**config.mk**
```make
export PLATFORM = sky130hd
export DESIGN_NAME = wildcard_byte_pattern_search_top
export DESIGN_NICKNAME = d
export VERILOG_FILES = /design/src/hw/rtl/wbps_pkg.sv /design/src/hw/rtl/wbps_cfg.sv /design/src/hw/rtl/wbps_match.sv /design/src/hw/rtl/wildcard_byte_pattern_search_top.sv
export SDC_FILE = /design/constraint.sdc
export NUM_CORES = 1
export LEC_CHECK = 0
export BUFFER_PORTS_ARGS = -buffer_cell sky130_fd_sc_hd__buf_4
export CORE_ASPECT_RATIO = 2
export CORE_UTILIZATION = 28
export DETAILED_ROUTE_END_ITERATION = 10
export PLACE_DENSITY = 0.42
export SKIP_CTS_REPAIR_TIMING = 1
export SYNTH_ARGS = -nofsm -noshare
export SYNTH_HDL_FRONTEND = slang
export SYNTH_SLANG_ARGS = --single-unit
```
**constraint.sdc**
```tcl
create_clock -name aclk -period 9.3 [get_ports aclk]
set_input_delay 1.86 -clock aclk [delete_from_list [all_inputs] [get_ports aclk]]
set_output_delay 1.86 -clock aclk [all_outputs]
set_load 0.05 [all_outputs]
```
**src/hw/rtl/wbps_pkg.sv**
```systemverilog
// Shared types and constants for the wildcard byte pattern search block.
// Holds the configuration register map and the configuration struct.
// No dependencies.
`default_nettype none

package wbps_pkg;

    // Register map of the configuration port
    localparam int CFG_INDEX_W = 3;
    localparam int CFG_DATA_W  = 64;

    typedef enum logic [CFG_INDEX_W-1:0] {
        CFG_PATTERN_LOW  = 3'd0,
        CFG_PATTERN_HIGH = 3'd1,
        CFG_PATTERN_LEN  = 3'd2,
        CFG_WILDCARD_EN  = 3'd3,
        CFG_WILDCARD     = 3'd4,
        CFG_START_OFFSET = 3'd5,
        CFG_OCCURRENCE   = 3'd6
    } cfg_index_t;

    // Pattern storage is fixed at sixteen bytes by the register map
    localparam int PATTERN_BYTES = 16;
    localparam int LEN_W         = 5;
    localparam int POS_W         = 32;
    localparam int COUNT_W       = 16;

    localparam logic [POS_W-1:0]   POS_SAT   = {POS_W{1'b1}};
    localparam logic [COUNT_W-1:0] COUNT_SAT = {COUNT_W{1'b1}};

    typedef struct packed {
        logic [8*PATTERN_BYTES-1:0] pattern;
        logic [LEN_W-1:0]           pattern_length;
        logic                       wildcard_enable;
        logic [7:0]                 wildcard_byte;
        logic [POS_W-1:0]           start_offset;
        logic [COUNT_W-1:0]         occurrence_wanted;
    } cfg_t;

endpackage

`default_nettype wire

```
**src/hw/rtl/wbps_cfg.sv**
```systemverilog
// Configuration register file of the pattern search block.
// Depends on wbps_pkg for the register map and cfg_t.
`default_nettype none

module wbps_cfg
    import wbps_pkg::*;
(
    input  wire logic                   aclk,
    input  wire logic                   aresetn,
    input  wire logic                   wr_en,
    input  wire logic [CFG_INDEX_W-1:0] wr_index,
    input  wire logic [CFG_DATA_W-1:0]  wr_data,
    output cfg_t                        cfg
);

    cfg_t cfg_reg;

    always_ff @(posedge aclk) begin
        if (!aresetn) begin
            cfg_reg.pattern           <= '0;
            cfg_reg.pattern_length    <= LEN_W'(1);
            cfg_reg.wildcard_enable   <= 1'b0;
            cfg_reg.wildcard_byte     <= '0;
            cfg_reg.start_offset      <= '0;
            cfg_reg.occurrence_wanted <= COUNT_W'(1);
        end else if (wr_en) begin
            case (wr_index)
                CFG_PATTERN_LOW:  cfg_reg.pattern[63:0]     <= wr_data;
                CFG_PATTERN_HIGH: cfg_reg.pattern[127:64]   <= wr_data;
                CFG_PATTERN_LEN:  cfg_reg.pattern_length    <= wr_data[LEN_W-1:0];
                CFG_WILDCARD_EN:  cfg_reg.wildcard_enable   <= wr_data[0];
                CFG_WILDCARD:     cfg_reg.wildcard_byte     <= wr_data[7:0];
                CFG_START_OFFSET: cfg_reg.start_offset      <= wr_data[POS_W-1:0];
                CFG_OCCURRENCE:   cfg_reg.occurrence_wanted <= wr_data[COUNT_W-1:0];
                default: ;  // unmapped index: drop the write
            endcase
        end
    end

    assign cfg = cfg_reg;

endmodule

`default_nettype wire

```
**src/hw/rtl/wbps_match.sv**
```systemverilog
// Byte window shift line and parallel masked window compare.
// Depends on wbps_pkg for the pattern width constants.
`default_nettype none

module wbps_match
    import wbps_pkg::*;
#(
    parameter int PATTERN_MAX = 16
) (
    input  wire logic                       aclk,
    input  wire logic                       shift_en,
    input  wire logic [7:0]                 data_byte,
    input  wire logic [8*PATTERN_BYTES-1:0] pattern,
    input  wire logic [LEN_W-1:0]           used_length,
    input  wire logic                       wildcard_enable,
    input  wire logic [7:0]                 wildcard_byte,
    output logic                            window_match
);

    logic [7:0] window_reg [PATTERN_MAX];
    logic [7:0] window_next [PATTERN_MAX];
    logic [7:0] window16 [PATTERN_BYTES];

    // Newest byte sits at entry 0
    assign window_next[0] = data_byte;
    for (genvar k = 1; k < PATTERN_MAX; k++) begin : g_shift
        assign window_next[k] = window_reg[k-1];
    end

    // Only the sixteen newest entries can ever take part in a compare
    for (genvar k = 0; k < PATTERN_BYTES; k++) begin : g_view
        if (k < PATTERN_MAX) begin : g_tap
            assign window16[k] = window_next[k];
        end else begin : g_zero
            assign window16[k] = 8'h00;
        end
    end

    always_ff @(posedge aclk) begin
        if (shift_en) begin
            window_reg <= window_next;
        end
    end

    // Pattern byte j lines up with the byte len-1-j places back
    always_comb begin
        logic [LEN_W-1:0] sel;
        logic [7:0]       p;
        logic [7:0]       d;
        window_match = 1'b1;
        for (int j = 0; j < PATTERN_BYTES; j++) begin
            sel = used_length - LEN_W'(j) - LEN_W'(1);
            p   = pattern[8*j +: 8];
            d   = window16[sel[3:0]];
            if (LEN_W'(j) < used_length) begin
                if (!(p == d || (wildcard_enable && p == wildcard_byte))) begin
                    window_match = 1'b0;
                end
            end
        end
    end

endmodule

`default_nettype wire

```
**src/hw/rtl/wildcard_byte_pattern_search_top.sv**
```systemverilog
// Path: a taken byte passes the input register, then the result register.
// Throughput: one byte per cycle unless results stall; combinational compare and checks.
// Results: at most one per buffer on found, or one found=0 word at the buffer end.
// Reset: synchronous, active low; clears valids, position, count, done; resets config.
// The byte window holds no reset; bytes older than the current buffer are never compared.
// Configuration is taken in every cycle; write it only while the block is idle.
`default_nettype none

module wildcard_byte_pattern_search_top
    import wbps_pkg::*;
#(
    parameter int PATTERN_MAX = 16
) (
    input  wire logic                   aclk,
    input  wire logic                   aresetn,
    // configuration write channel
    input  wire logic                   cfg_valid,
    output logic                        cfg_ready,
    input  wire logic [CFG_INDEX_W-1:0] cfg_index,
    input  wire logic [CFG_DATA_W-1:0]  cfg_data,
    // byte input channel
    input  wire logic                   s_valid,
    output logic                        s_ready,
    input  wire logic [7:0]             s_data_byte,
    input  wire logic                   s_last_byte,
    // result channel
    output logic                        m_valid,
    input  wire logic                   m_ready,
    output logic                        m_found,
    output logic [POS_W-1:0]            m_match_position
);

    // Lengths above the window depth saturate, as do lengths above sixteen
    localparam int LEN_CAP = (PATTERN_MAX < PATTERN_BYTES) ? PATTERN_MAX : PATTERN_BYTES;

    cfg_t cfg;

    // Input register
    logic       in_valid_reg;
    logic [7:0] in_data_reg;
    logic       in_last_reg;

    // Per-buffer search state
    logic [POS_W-1:0]   pos_reg;
    logic [POS_W-1:0]   pos_next;
    logic [COUNT_W-1:0] count_reg;
    logic [COUNT_W-1:0] count_next;
    logic               done_reg;
    logic               done_next;

    // Result register
    logic               out_valid_reg;
    logic               out_found_reg;
    logic [POS_W-1:0]   out_pos_reg;

    logic               advance;
    logic [LEN_W-1:0]   used_length;
    logic [POS_W-1:0]   len_minus_one;
    logic [POS_W-1:0]   start_pos;
    logic               window_match;
    logic               hit;
    logic [COUNT_W-1:0] count_inc;
    logic               found;
    logic               emit;

    // ---------------------------------------------------------------
    // Configuration: always ready, write straight into the register file
    // ---------------------------------------------------------------
    assign cfg_ready = 1'b1;

    wbps_cfg u_cfg (
        .aclk     (aclk),
        .aresetn  (aresetn),
        .wr_en    (cfg_valid),
        .wr_index (cfg_index),
        .wr_data  (cfg_data),
        .cfg      (cfg)
    );

    // ---------------------------------------------------------------
    // Handshake: advance the input word into the compare when the result
    // register is empty or being emptied this cycle
    // ---------------------------------------------------------------
    assign advance = in_valid_reg && (!out_valid_reg || m_ready);
    assign s_ready = !in_valid_reg || advance;

    always_ff @(posedge aclk) begin
        if (!aresetn) begin
            in_valid_reg <= 1'b0;
        end else if (s_ready) begin
            in_valid_reg <= s_valid;
        end
    end

    always_ff @(posedge aclk) begin
        if (s_valid && s_ready) begin
            in_data_reg <= s_data_byte;
            in_last_reg <= s_last_byte;
        end
    end

    // ---------------------------------------------------------------
    // Window compare
    // ---------------------------------------------------------------
    assign used_length = (cfg.pattern_length > LEN_W'(LEN_CAP)) ? LEN_W'(LEN_CAP)
                                                                : cfg.pattern_length;

    wbps_match #(
        .PATTERN_MAX (PATTERN_MAX)
    ) u_match (
        .aclk            (aclk),
        .shift_en        (advance),
        .data_byte       (in_data_reg),
        .pattern         (cfg.pattern),
        .used_length     (used_length),
        .wildcard_enable (cfg.wildcard_enable),
        .wildcard_byte   (cfg.wildcard_byte),
        .window_match    (window_match)
    );

    // ---------------------------------------------------------------
    // Position and occurrence checks. A match ending at this byte starts
    // len-1 bytes back; it needs a full window inside the buffer and a
    // start at or past the offset. The saturated last index never matches.
    // ---------------------------------------------------------------
    assign len_minus_one = POS_W'(used_length) - POS_W'(1);
    assign start_pos     = pos_reg - len_minus_one;

    assign hit = !done_reg
              && (used_length != '0)
              && (pos_reg != POS_SAT)
              && (pos_reg >= len_minus_one)
              && (start_pos >= cfg.start_offset)
              && window_match;

    // Hold the count at its ceiling rather than wrap
    assign count_inc = (count_reg != COUNT_SAT) ? count_reg + COUNT_W'(1) : count_reg;

    // An occurrence of zero behaves as one since the count is at least one here
    assign found = hit && (count_inc >= cfg.occurrence_wanted);

    // A found word on the last byte replaces the end-of-buffer word
    assign emit = found || (in_last_reg && !done_reg);

    always_comb begin
        if (in_last_reg) begin
            pos_next   = '0;
            count_next = '0;
            done_next  = 1'b0;
        end else begin
            pos_next   = (pos_reg != POS_SAT) ? pos_reg + POS_W'(1) : pos_reg;
            count_next = hit ? count_inc : count_reg;
            done_next  = done_reg || found;
        end
    end

    always_ff @(posedge aclk) begin
        if (!aresetn) begin
            pos_reg   <= '0;
            count_reg <= '0;
            done_reg  <= 1'b0;
        end else if (advance) begin
            pos_reg   <= pos_next;
            count_reg <= count_next;
            done_reg  <= done_next;
        end
    end

    // ---------------------------------------------------------------
    // Result register: load on an emitting advance, drop once taken
    // ---------------------------------------------------------------
    always_ff @(posedge aclk) begin
        if (!aresetn) begin
            out_valid_reg <= 1'b0;
        end else if (advance) begin
            out_valid_reg <= emit;
        end else if (m_ready) begin
            out_valid_reg <= 1'b0;
        end
    end

    always_ff @(posedge aclk) begin
        if (advance && emit) begin
            out_found_reg <= found;
            out_pos_reg   <= found ? start_pos : '0;
        end
    end

    assign m_valid          = out_valid_reg;
    assign m_found          = out_found_reg;
    assign m_match_position = out_pos_reg;

    // ---------------------------------------------------------------
    // Checks
    // ---------------------------------------------------------------
    a_found_sets_done: assert property (@(posedge aclk) disable iff (!aresetn)
        (advance && found && !in_last_reg) |=> done_reg)
        else $error("found match did not close the search");

    a_done_blocks_hit: assert property (@(posedge aclk) disable iff (!aresetn)
        done_reg |-> !hit)
        else $error("match counted after the search closed");

    a_last_clears_state: assert property (@(posedge aclk) disable iff (!aresetn)
        (advance && in_last_reg) |=> (pos_reg == '0 && count_reg == '0 && !done_reg))
        else $error("buffer end did not clear search state");

    a_not_found_zero_pos: assert property (@(posedge aclk) disable iff (!aresetn)
        (m_valid && !m_found) |-> (m_match_position == '0))
        else $error("not-found word carries a position");

    a_emit_only_when_free: assert property (@(posedge aclk) disable iff (!aresetn)
        (out_valid_reg && !m_ready) |-> !advance)
        else $error("result register overwritten while held");

endmodule

`default_nettype wire
```
# [Yosys cells after proc, flatten, opt, wreduce, memory -nomap -nowiden]
# Index checks and enable logic that the tools add are counted.
[totals] output_inout_bits=36 in_bits=81 elab_cells=309 ff_bits=403
[classes] order_cmp=36 reduce_logical=63 mux=89 n_addsub=34 n_eq_ne=40 bitwise_logic=16
[op_table] op="$bmux W8 S4" count=16
[op_table] op="$eq A8 B8 Y1" count=32
[op_table] op="$mux W8" count=32
[op_table] op="$ge A5 B5 Y1 const B" count=16
[op_table] op="$not A4 Y5" count=16
[op_table] op="$ge A32 B32 Y1" count=2
[op_table] op="$mux W32" count=2
[op_table] op="$sub A4 B1 Y4 const B" count=16
[op_table] op="$mux W16" count=3
[op_table] op="$lt A4 B5 Y1 const A" count=8
[op_table] op="$mux W1" count=35
[op_table] op="$add A32 B1 Y32 const B" count=1
[op_table] op="$ne A32 B32 Y1 const B" count=1
[op_table] op="$sub A32 B32 Y32" count=1
[op_table] op="$sub A4 B4 Y4 const B" count=8
[op_table] op="$logic_and A1 B1 Y1" count=26
[op_table] op="$logic_or A1 B1 Y1" count=20
[op_table] op="$lt A3 B5 Y1 const A" count=4
[op_table] op="$reduce_and A2 Y1" count=9
[op_table] op="$add A16 B1 Y16 const B" count=1
[op_table] op="$ge A16 B16 Y1" count=1
[op_table] op="$ne A16 B16 Y1 const B" count=1
[op_table] op="$sub A4 B3 Y4 const B" count=4
[op_table] op="$lt A1 B5 Y1 const A" count=2
[op_table] op="12 further kinds" count=21

# [Depth between registers and ports, before layout]
# Gate-level depths: netlist of the first run.
[depth] depth_word=45 ltp_mapped=40 mapped_depth_nobuf=29

# [Modules after synthesis]
# A second synthesis of the first run with hierarchy kept.
[hier_totals] cells_unflattened=2979 area_unflattened_um2=30564.3
[modules_own_cells] mod="wbps_match" cells_each=1410 area_each_um2=16150.5 instances=1 seq_area_each_um2=3603.5
[modules_own_cells] mod="wildcard_byte_pattern_search_top" cells_each=878 area_each_um2=7355.8 instances=1 seq_area_each_um2=2282.2
[modules_own_cells] mod="wbps_cfg" cells_each=691 area_each_um2=7058.0 instances=1 seq_area_each_um2=3803.6

# [Worst setup path before layout of the first run]
# OpenSTA, ideal clock, no wires.
[synth_path] kind="register -> register" from="register u_cfg.cfg_reg, in the netlist u_cfg.cfg[57]" to="register out_found_reg, in the netlist m_found, enable pin" path_slack_ns=0.856 period_less_slack_ns=8.444 stages_incl_launch_ff=41 setup_ns=0.402 n_path_buf=11 t_required_ns=8.898 arrival_time_ns=8.042 path_cell_list="dfxtp_1 > buf_4 > nor2b_4 > buf_6 > inv_4 > buf_6 > buf_6 > buf_2 > buf_1 > ha_1 > buf_2 > buf_2 > buf_1 > clkbuf_1 > nor2_1 > xnor2_1 > ha_1 > inv_1 > (+5 left out) > a31oi_1 > o221ai_1 > a21boi_0 > o21a_1 > xnor2_1 > ha_1 > a21o_1 > a21oi_1 > o21ai_0 > nand3_1 > nand2_1 > nor2_1 > nor4_1 > nand4_1 > a2111oi_1 > nand3_1 > buf_2 > a21oi_2"
[synth_lines] element="from (decl)" line_no="wbps_cfg.sv:16" source="cfg_t cfg_reg;"
[synth_lines] element="$gt A5 B5 Y1" line_no="wildcard_byte_pattern_search_top.sv:105" source="assign used_length = (cfg.pattern_length > LEN_W'(LEN_CAP)) ? LEN_W'(LEN_CAP)"
[synth_lines] element="$mux W5 *" line_no="wildcard_byte_pattern_search_top.sv:105"
[synth_lines] element="$sub A5 B1 Y6 *" line_no="wildcard_byte_pattern_search_top.sv:126" source="assign len_minus_one = POS_W'(used_length) - POS_W'(1);"
[synth_lines] element="$sub A32 B32 Y32 *" line_no="wildcard_byte_pattern_search_top.sv:127" source="assign start_pos = pos_reg - len_minus_one;"
[synth_lines] element="net start_pos[26]" line_no="wildcard_byte_pattern_search_top.sv:59" source="logic [POS_W-1:0] start_pos;"
[synth_lines] element="$ge A32 B32 Y1 *" line_no="wildcard_byte_pattern_search_top.sv:133" source="&& (start_pos >= cfg.start_offset)"
[synth_lines] element="$logic_and A1 B1 Y1 *" line_no="wildcard_byte_pattern_search_top.sv:133"
[synth_lines] element="$logic_and A1 B1 Y1 *" line_no="wildcard_byte_pattern_search_top.sv:134" source="&& window_match;"
[synth_lines] element="$logic_and A1 B1 Y1 *" line_no="wildcard_byte_pattern_search_top.sv:140" source="assign found = hit && (count_inc >= cfg.occurrence_wanted);"
[synth_lines] element="$logic_or A1 B1 Y1 *" line_no="wildcard_byte_pattern_search_top.sv:143" source="assign emit = found || (in_last_reg && !done_reg);"
[synth_lines] element="$logic_and A1 B1 Y1 *" line_no="wildcard_byte_pattern_search_top.sv:183" source="if (advance && emit) begin"
[synth_lines] element="to (signal assigned)" line_no="wildcard_byte_pattern_search_top.sv:184" source="out_found_reg <= found;"
[synth_lines] element="to (decl)" line_no="wildcard_byte_pattern_search_top.sv:53" source="logic out_found_reg;"
# The timed path passes the listed nets; every way through them passes the cells marked *. The select of a mux whose other input is x is not followed.
# A chain may end at the register's enable or synchronous reset.

# [Worst setup path after layout of the first run]
[layout_path] from="register u_cfg.cfg_reg, in the netlist u_cfg.cfg[61]" to="register out_pos_reg[17], in the netlist m_match_position[17], enable pin"
[layout_lines] element="$gt A5 B5 Y1" line_no="wildcard_byte_pattern_search_top.sv:105"
[layout_lines] element="$mux W5 *" line_no="wildcard_byte_pattern_search_top.sv:105"
[layout_lines] element="$sub A5 B1 Y6 *" line_no="wildcard_byte_pattern_search_top.sv:126"
[layout_lines] element="$sub A32 B32 Y32 *" line_no="wildcard_byte_pattern_search_top.sv:127"
[layout_lines] element="net start_pos[31]" line_no="wildcard_byte_pattern_search_top.sv:59"
[layout_lines] element="$ge A32 B32 Y1 *" line_no="wildcard_byte_pattern_search_top.sv:133"
[layout_lines] element="$logic_and A1 B1 Y1 *" line_no="wildcard_byte_pattern_search_top.sv:133"
[layout_lines] element="$logic_and A1 B1 Y1 *" line_no="wildcard_byte_pattern_search_top.sv:134"
[layout_lines] element="$logic_and A1 B1 Y1 *" line_no="wildcard_byte_pattern_search_top.sv:140"
[layout_lines] element="$logic_or A1 B1 Y1 *" line_no="wildcard_byte_pattern_search_top.sv:143"
[layout_lines] element="$logic_and A1 B1 Y1 *" line_no="wildcard_byte_pattern_search_top.sv:183"
[layout_lines] element="to (signal assigned)" line_no="wildcard_byte_pattern_search_top.sv:185" source="out_pos_reg <= found ? start_pos : '0;"
[layout_lines] element="to (decl)" line_no="wildcard_byte_pattern_search_top.sv:54" source="logic [POS_W-1:0] out_pos_reg;"
# Marks and branches as above.

==> flow_summary.toml, run 1 <==
[setup_path]
reg2reg_depth = 28
crit_start = "u_cfg.cfg[61]"
required_ns = 9.56
cpPeakStageDelay_ns = 0.60
worstPathMaxFanout = 37
cp-start-kind = "flip-flop"
crit_arrival_ns = 8.17
r2r-start = "u_cfg.cfg[61]"
cp_slowest_cell = "o31ai_1"
crit_path_frequent_cell = "buf_4"
critPathCapture = "m_match_position[17]"
end_kind = "flip-flop"
r2r_end = "m_match_position[17]"
r2r_setup_slack_ns = 1.39
worstSetupPathType = "reg2reg"

[yosys]
syn-instance-count = 3429
yosys_register_bits = 403
yosys_warnings = 0
synthesis.nets = 3602
synthTopCellsByArea = "edfxtp_1 (16%), dfxtp_1 (16%), mux4_2 (8.0%)"
yosysTopAreaCell = "edfxtp_1"
synth_edf_count = 162
synth_top_flop_cell = "dfxtp_1"
synth_top_area_share_pct = 15.7
netlist_area_um2 = 31100
yosysSeqAreaShare_pct = 31.2
yosysUniqueCellTypes = 98
async_flop_share_pct = 0
postSynthAreaPerCell_um2 = 9.06

[final_layout]
nFillCells = 11500
syn_to_final_growth_pct = 12.1
multiInputGateArea_um2 = 20000
largest_reg_flops = 190
regArea_um2 = 9690
nNetsFinal = 3594
final_cell_mix = "nand2_1 (543), dfxtp_1 (239), mux2i_1 (226)"
final_common_cell = "nand2_1"
drive_gt1_share_pct = 12.9

[cts]
cts_tree = "yes"
clock_path_buffers = 3
cts_root_buffer = "clkbuf_16"
clk_latency_ns = 0.64
cts_buffers = 45
htreeDepth = 2
clk_pin_slew_ns = 0.07
cts.sinks = 403

[detailed_routing]
vias = 27600
antenna_left = 0
wl_um = 148000
vias_per_cell = 5.59
drc_errors = 0
drtPass1Iterations = 5
dr.first_iter.drc_count = 1826
wl_per_cell_um = 30.1

[global_routing]
antenna_found_initial = 3
grt_max_degree = 144
grt_pass1_vias = 27400
grt_pass1_wl_um = 209000
grt.overflow.total = 0
grt_usage_pct = 26.1

[timing]
finalSetupViolations = 0
skew_ns = 0.0330
max_freq_ghz = 0.126
slew_headroom_pct = 10.8
drv_slew = 0
fin_setup_tns_ns = 0
hold_violations = 0
grt_setup_unrepaired = "false"
fin_crit_ns = 7.91
finalCritPeriodShare_pct = 85.0
worstMarginPinSlew_ns = 1.33
finalWorstSetupSlack_ns = 1.39

[floorplan]
fp.coreArea_um2 = 110000
start_util_pct = 28.3
std_cell_rows = 172
die_width_um = 238
ioPinCount = 117
die-area_um2 = 112000
die_h_um = 473

[pwr]
swShare_pct = 33.4
powerDensity_nw_per_um2 = 146
power_frac_seq_pct = 38.8
p_leak_nw = 13.4
p_sw_mw = 1.71
comb_power_share_pct = 23.9
peakVddDrop_mv = 0.111
p_clk_share_pct = 37.3
internal_power_mw = 3.40

[min_path]
hp-class = "reg2reg"

[job]
drv_cap = 0

[place]
port_buffers = 115
dp_hpwl_um = 115000
dp_slack_ns = 1.38
place_congestion = 1.00

[run_status]
outcome = "completed"
## metrics by stage
stage	power [mW]	area, µm²	instances	util (%)	hold WS (ns)
2_1_floorplan	2.75	31100	3429	-	0.424
3_3_place_gp	3.23	33400	4853	30.4	0.452
3_5_place_dp	3.22	33400	4853	30.4	0.459
4_1_cts	5.14	34800	4934	31.7	0.467
5_1_grt	5.27	34800	4935	31.7	0.480
6_report	5.10	34900	4936	31.7	0.463
## power by group through the flow
stage | Clock [mW] | Combinational [mW] | Sequential [mW]
6_report | 1.90 | 1.22 | 1.98
5_1_grt | 2.00 | 1.29 | 1.98
4_1_cts | 1.95 | 1.21 | 1.98
3_5_place_dp | 0 | 1.21 | 2.02
2_1_floorplan | 0 | 0.769 | 1.98
3_3_place_gp | 0 | 1.21 | 2.02
## worst min-delay path by stage
stage | from | endpoint | slack (ns) | cells past startpoint
after floorplan | u_match.window16[113] | u_match.window16[105] | 0.42 | 0
final | u_cfg.cfg[26] | u_cfg.cfg[26] | 0.46 | 2
after CTS | u_cfg.cfg[26] | u_cfg.cfg[26] | 0.47 | 2
after global routing | u_cfg.cfg[41] | u_cfg.cfg[41] | 0.48 | 2
after global placement | u_cfg.cfg[20] | u_cfg.cfg[20] | 0.45 | 2
after detailed placement | u_cfg.cfg[26] | u_cfg.cfg[26] | 0.46 | 2
## critical path: cells and delay by family, from the launching register on
family,cells,cell delay [ns]
buffers and inverters,4,1.31
xor gates and xnor gates,2,0.32
adders and majority gates,3,0.93
AOI/OAI and AO/OA,9,3.18
DFF,1,0.35
and+or+nand+nor,10,1.43
## kinds of logic (layout without fill, tap and decap cells)
family                   count (synthesis)  count (layout)  share of synthesized area, %
AO/OA/AOI/OAI                          781             781                          17.8
XOR/XNOR                               330             330                          9.35
adder cells (fa/ha/maj)                 93              93                          3.74
buffers and inverters                  342             368                          4.71
flip-flops                             403             403                          31.2
multiplexers                           359             359                          16.1
other                                    1               3                        0.0121
AND/OR/NAND/NOR                       1120            1120                          17.2
## area by class of cell
class | count | share of cell area, %
Multi-Input combinational cell | 2684 | 57.5
Sequential cell | 403 | 27.8
Tap cell | 1479 | 5.31
Timing Repair Buffer | 189 | 4.11
Clock buffer | 56 | 3.47
Inverter | 98 | 1.08
Clock inverter | 25 | 0.747
Antenna cell | 2 | 0.0144
## Yosys cell counts (57+ instances only)
cell type and number:
o21ai_0 76, a21boi_0 187, nor2_1 117, ha_1 92, dfxtp_1 241, a21oi_1 135
mux4_2 110, mux2i_1 229, xor2_1 157, edfxtp_1 162, clkbuf_1 146, nor2b_1 73
xnor2_1 171, nand4_1 57, nand2_1 545, inv_1 92, buf_2 57, nand3_1 91
## metal layers
layer | track usage [%] | vias up | part of all wire (%) | routed length (µm)
met5 | 0 | - | 0.0067 | 10
met1 | 24.2 | 13700 | 32 | 47700
li1 | - | 12500 | - | -
met4 | 22.4 | 2 | 10 | 15000
met2 | 49.9 | 961 | 54 | 79700
met3 | 3.21 | 383 | 4.0 | 5920
Power figures use the tool's default switching activity.
==> run 2, diff against run 1 <==
==> constraint.sdc (replaced) <==
create_clock -name aclk -period 8.4 [get_ports aclk]
set_input_delay 1.68 -clock aclk [delete_from_list [all_inputs] [get_ports aclk]]
set_output_delay 1.68 -clock aclk [all_outputs]
set_load 0.1 [all_outputs]
==> run 2 against run 1 <==
  * Global-route usage about the same
  * Worst hold slack got worse by 0.00051 ns
  * Cell area is 0.46% higher
  * Wire length rose by 0.30%
  * Largest cell class unchanged
  * Largest power group is now clock
==> flow_summary.toml, run 2 (synthesized netlist as in run 1, its figures left out) <==
[cts]
clk_latency_ns = 0.65
cts_root_buffer = "clkbuf_16"
htreeDepth = 2
cts.sinks = 403
clock_path_buffers = 3
cts_tree = "yes"
clk_pin_slew_ns = 0.06
cts_buffers = 46

[setup_path]
end_kind = "flip-flop"
reg2reg_depth = 29
crit_path_frequent_cell = "o21ai_0"
worstSetupPathType = "reg2reg"
worstPathMaxFanout = 35
crit_arrival_ns = 8.08
cp_slowest_cell = "o31ai_1"
cpPeakStageDelay_ns = 0.59
cp-start-kind = "flip-flop"
required_ns = 8.67

[final_layout]
stdcell_area_um2 = 35000
final_common_cell = "nand2_1"
drive_gt1_share_pct = 13.2
final_cell_mix = "nand2_1 (543), dfxtp_1 (239), mux2i_1 (226)"
syn_to_final_growth_pct = 12.7
largest_reg_flops = 190
nNetsFinal = 3599

[pwr]
p_clk_share_pct = 38.4
power_frac_seq_pct = 37.6
p_sw_mw = 1.95
swShare_pct = 33.6
powerDensity_nw_per_um2 = 166
comb_power_share_pct = 24.0
internal_power_mw = 3.86
p_leak_nw = 13.5
finalPower_mw = 5.81
peakVddDrop_mv = 0.128

[floorplan]
die_width_um = 238
std_cell_rows = 172
start_util_pct = 28.3
ioPinCount = 117
fp.coreArea_um2 = 110000
die-area_um2 = 112000
die_h_um = 473

[min_path]
min_path_cells = 2
hp-class = "reg2reg"

[global_routing]
busiest_layer = "met2"
grt_pass1_wl_um = 208000
met2_usage_pct = 49.4
grt_use_met3_pct = 3.22
antenna_found_initial = 3
use_met1_pct = 23.9
grt_max_degree = 144
grt.overflow.total = 0
grt_pass1_vias = 27300
grt_usage_pct = 26.1

[place]
placed_cell_area_um2 = 33400
port_buffers = 115
dp_hpwl_um = 115000
place_congestion = 0.979
dp_slack_ns = 0.618

[timing]
slew_headroom_pct = 3.74
hold_violations = 0
finalWorstSetupSlack_ns = 0.587
fin_crit_ns = 7.81
fin_setup_tns_ns = 0
worstMarginPinSlew_ns = 1.44
grt_setup_unrepaired = "false"
max_freq_ghz = 0.128
skew_ns = 0.0298
finalSetupViolations = 0
finalCritPeriodShare_pct = 93.0
holdWs_ns = 0.463
drv_slew = 0

[detailed_routing]
wl_per_cell_um = 30.1
vias_per_cell = 5.56
vias = 27500
dr.first_iter.drc_count = 1810
wl_um = 149000
drtPass1Iterations = 5
antenna_left = 0
drc_errors = 0

[run_status]
outcome = "completed"

[job]
drv_cap = 0
==> run 2: critical path: cells and delay by family, from the launching register on <==
family	cells	cell delay [ns]
simple gates	10	1.45
buf+inv	3	0.95
xor+xnor	2	0.42
fa+ha+maj	3	0.95
compound gates	11	3.28
flops	1	0.35
==> run 2: final timing paths <==
path | start | endpoint | slack (ns)
max | u_cfg.cfg[61] | m_match_position[16] | 0.59
min | u_cfg.cfg[4] | u_cfg.cfg[4] | 0.46
max reg2reg | u_cfg.cfg[61] | m_match_position[16] | 0.59
min reg2reg | u_cfg.cfg[4] | u_cfg.cfg[4] | 0.46
==> run 2: area by class of cell <==
class / instances / area [µm²]
Antenna cell: 2 / 5.00
Clock buffer: 54 / 1230
Clock inverter: 30 / 348
Fill cell: 11500 / 75000
Inverter: 98 / 375
Multi-Input combinational cell: 2684 / 20000
Sequential cell: 403 / 9690
Tap cell: 1479 / 1850
Timing Repair Buffer: 193 / 1470
==> run 2: per-layer routing <==
| metal | routed length [µm] | vias to the layer above | part of all wire (%) |
|---|---|---|---|
| li1 | - | 12500 | - |
| met5 | 13 | - | 0.0087 |
| met3 | 5880 | 395 | 4.0 |
| met4 | 16300 | 2 | 11 |
| met2 | 79000 | 947 | 53 |
| met1 | 47700 | 13600 | 32 |
==> run 2: per-stage QoR <==
stage,util (%),std cells
6_report,31.8,4943
3_5_place_dp,30.4,4857
4_1_cts,31.8,4941
3_3_place_gp,30.4,4857
2_1_floorplan,-,3429
5_1_grt,31.8,4942
==> run 2: power by group through the flow <==
stage          clock network [mW]  logic, mW  registers (mW)
6_report                     2.23       1.39            2.19
5_1_grt                      2.34       1.48            2.19
4_1_cts                      2.29       1.38            2.18
3_5_place_dp                    0       1.38            2.23
3_3_place_gp                    0       1.38            2.23
2_1_floorplan                   0      0.853            2.21
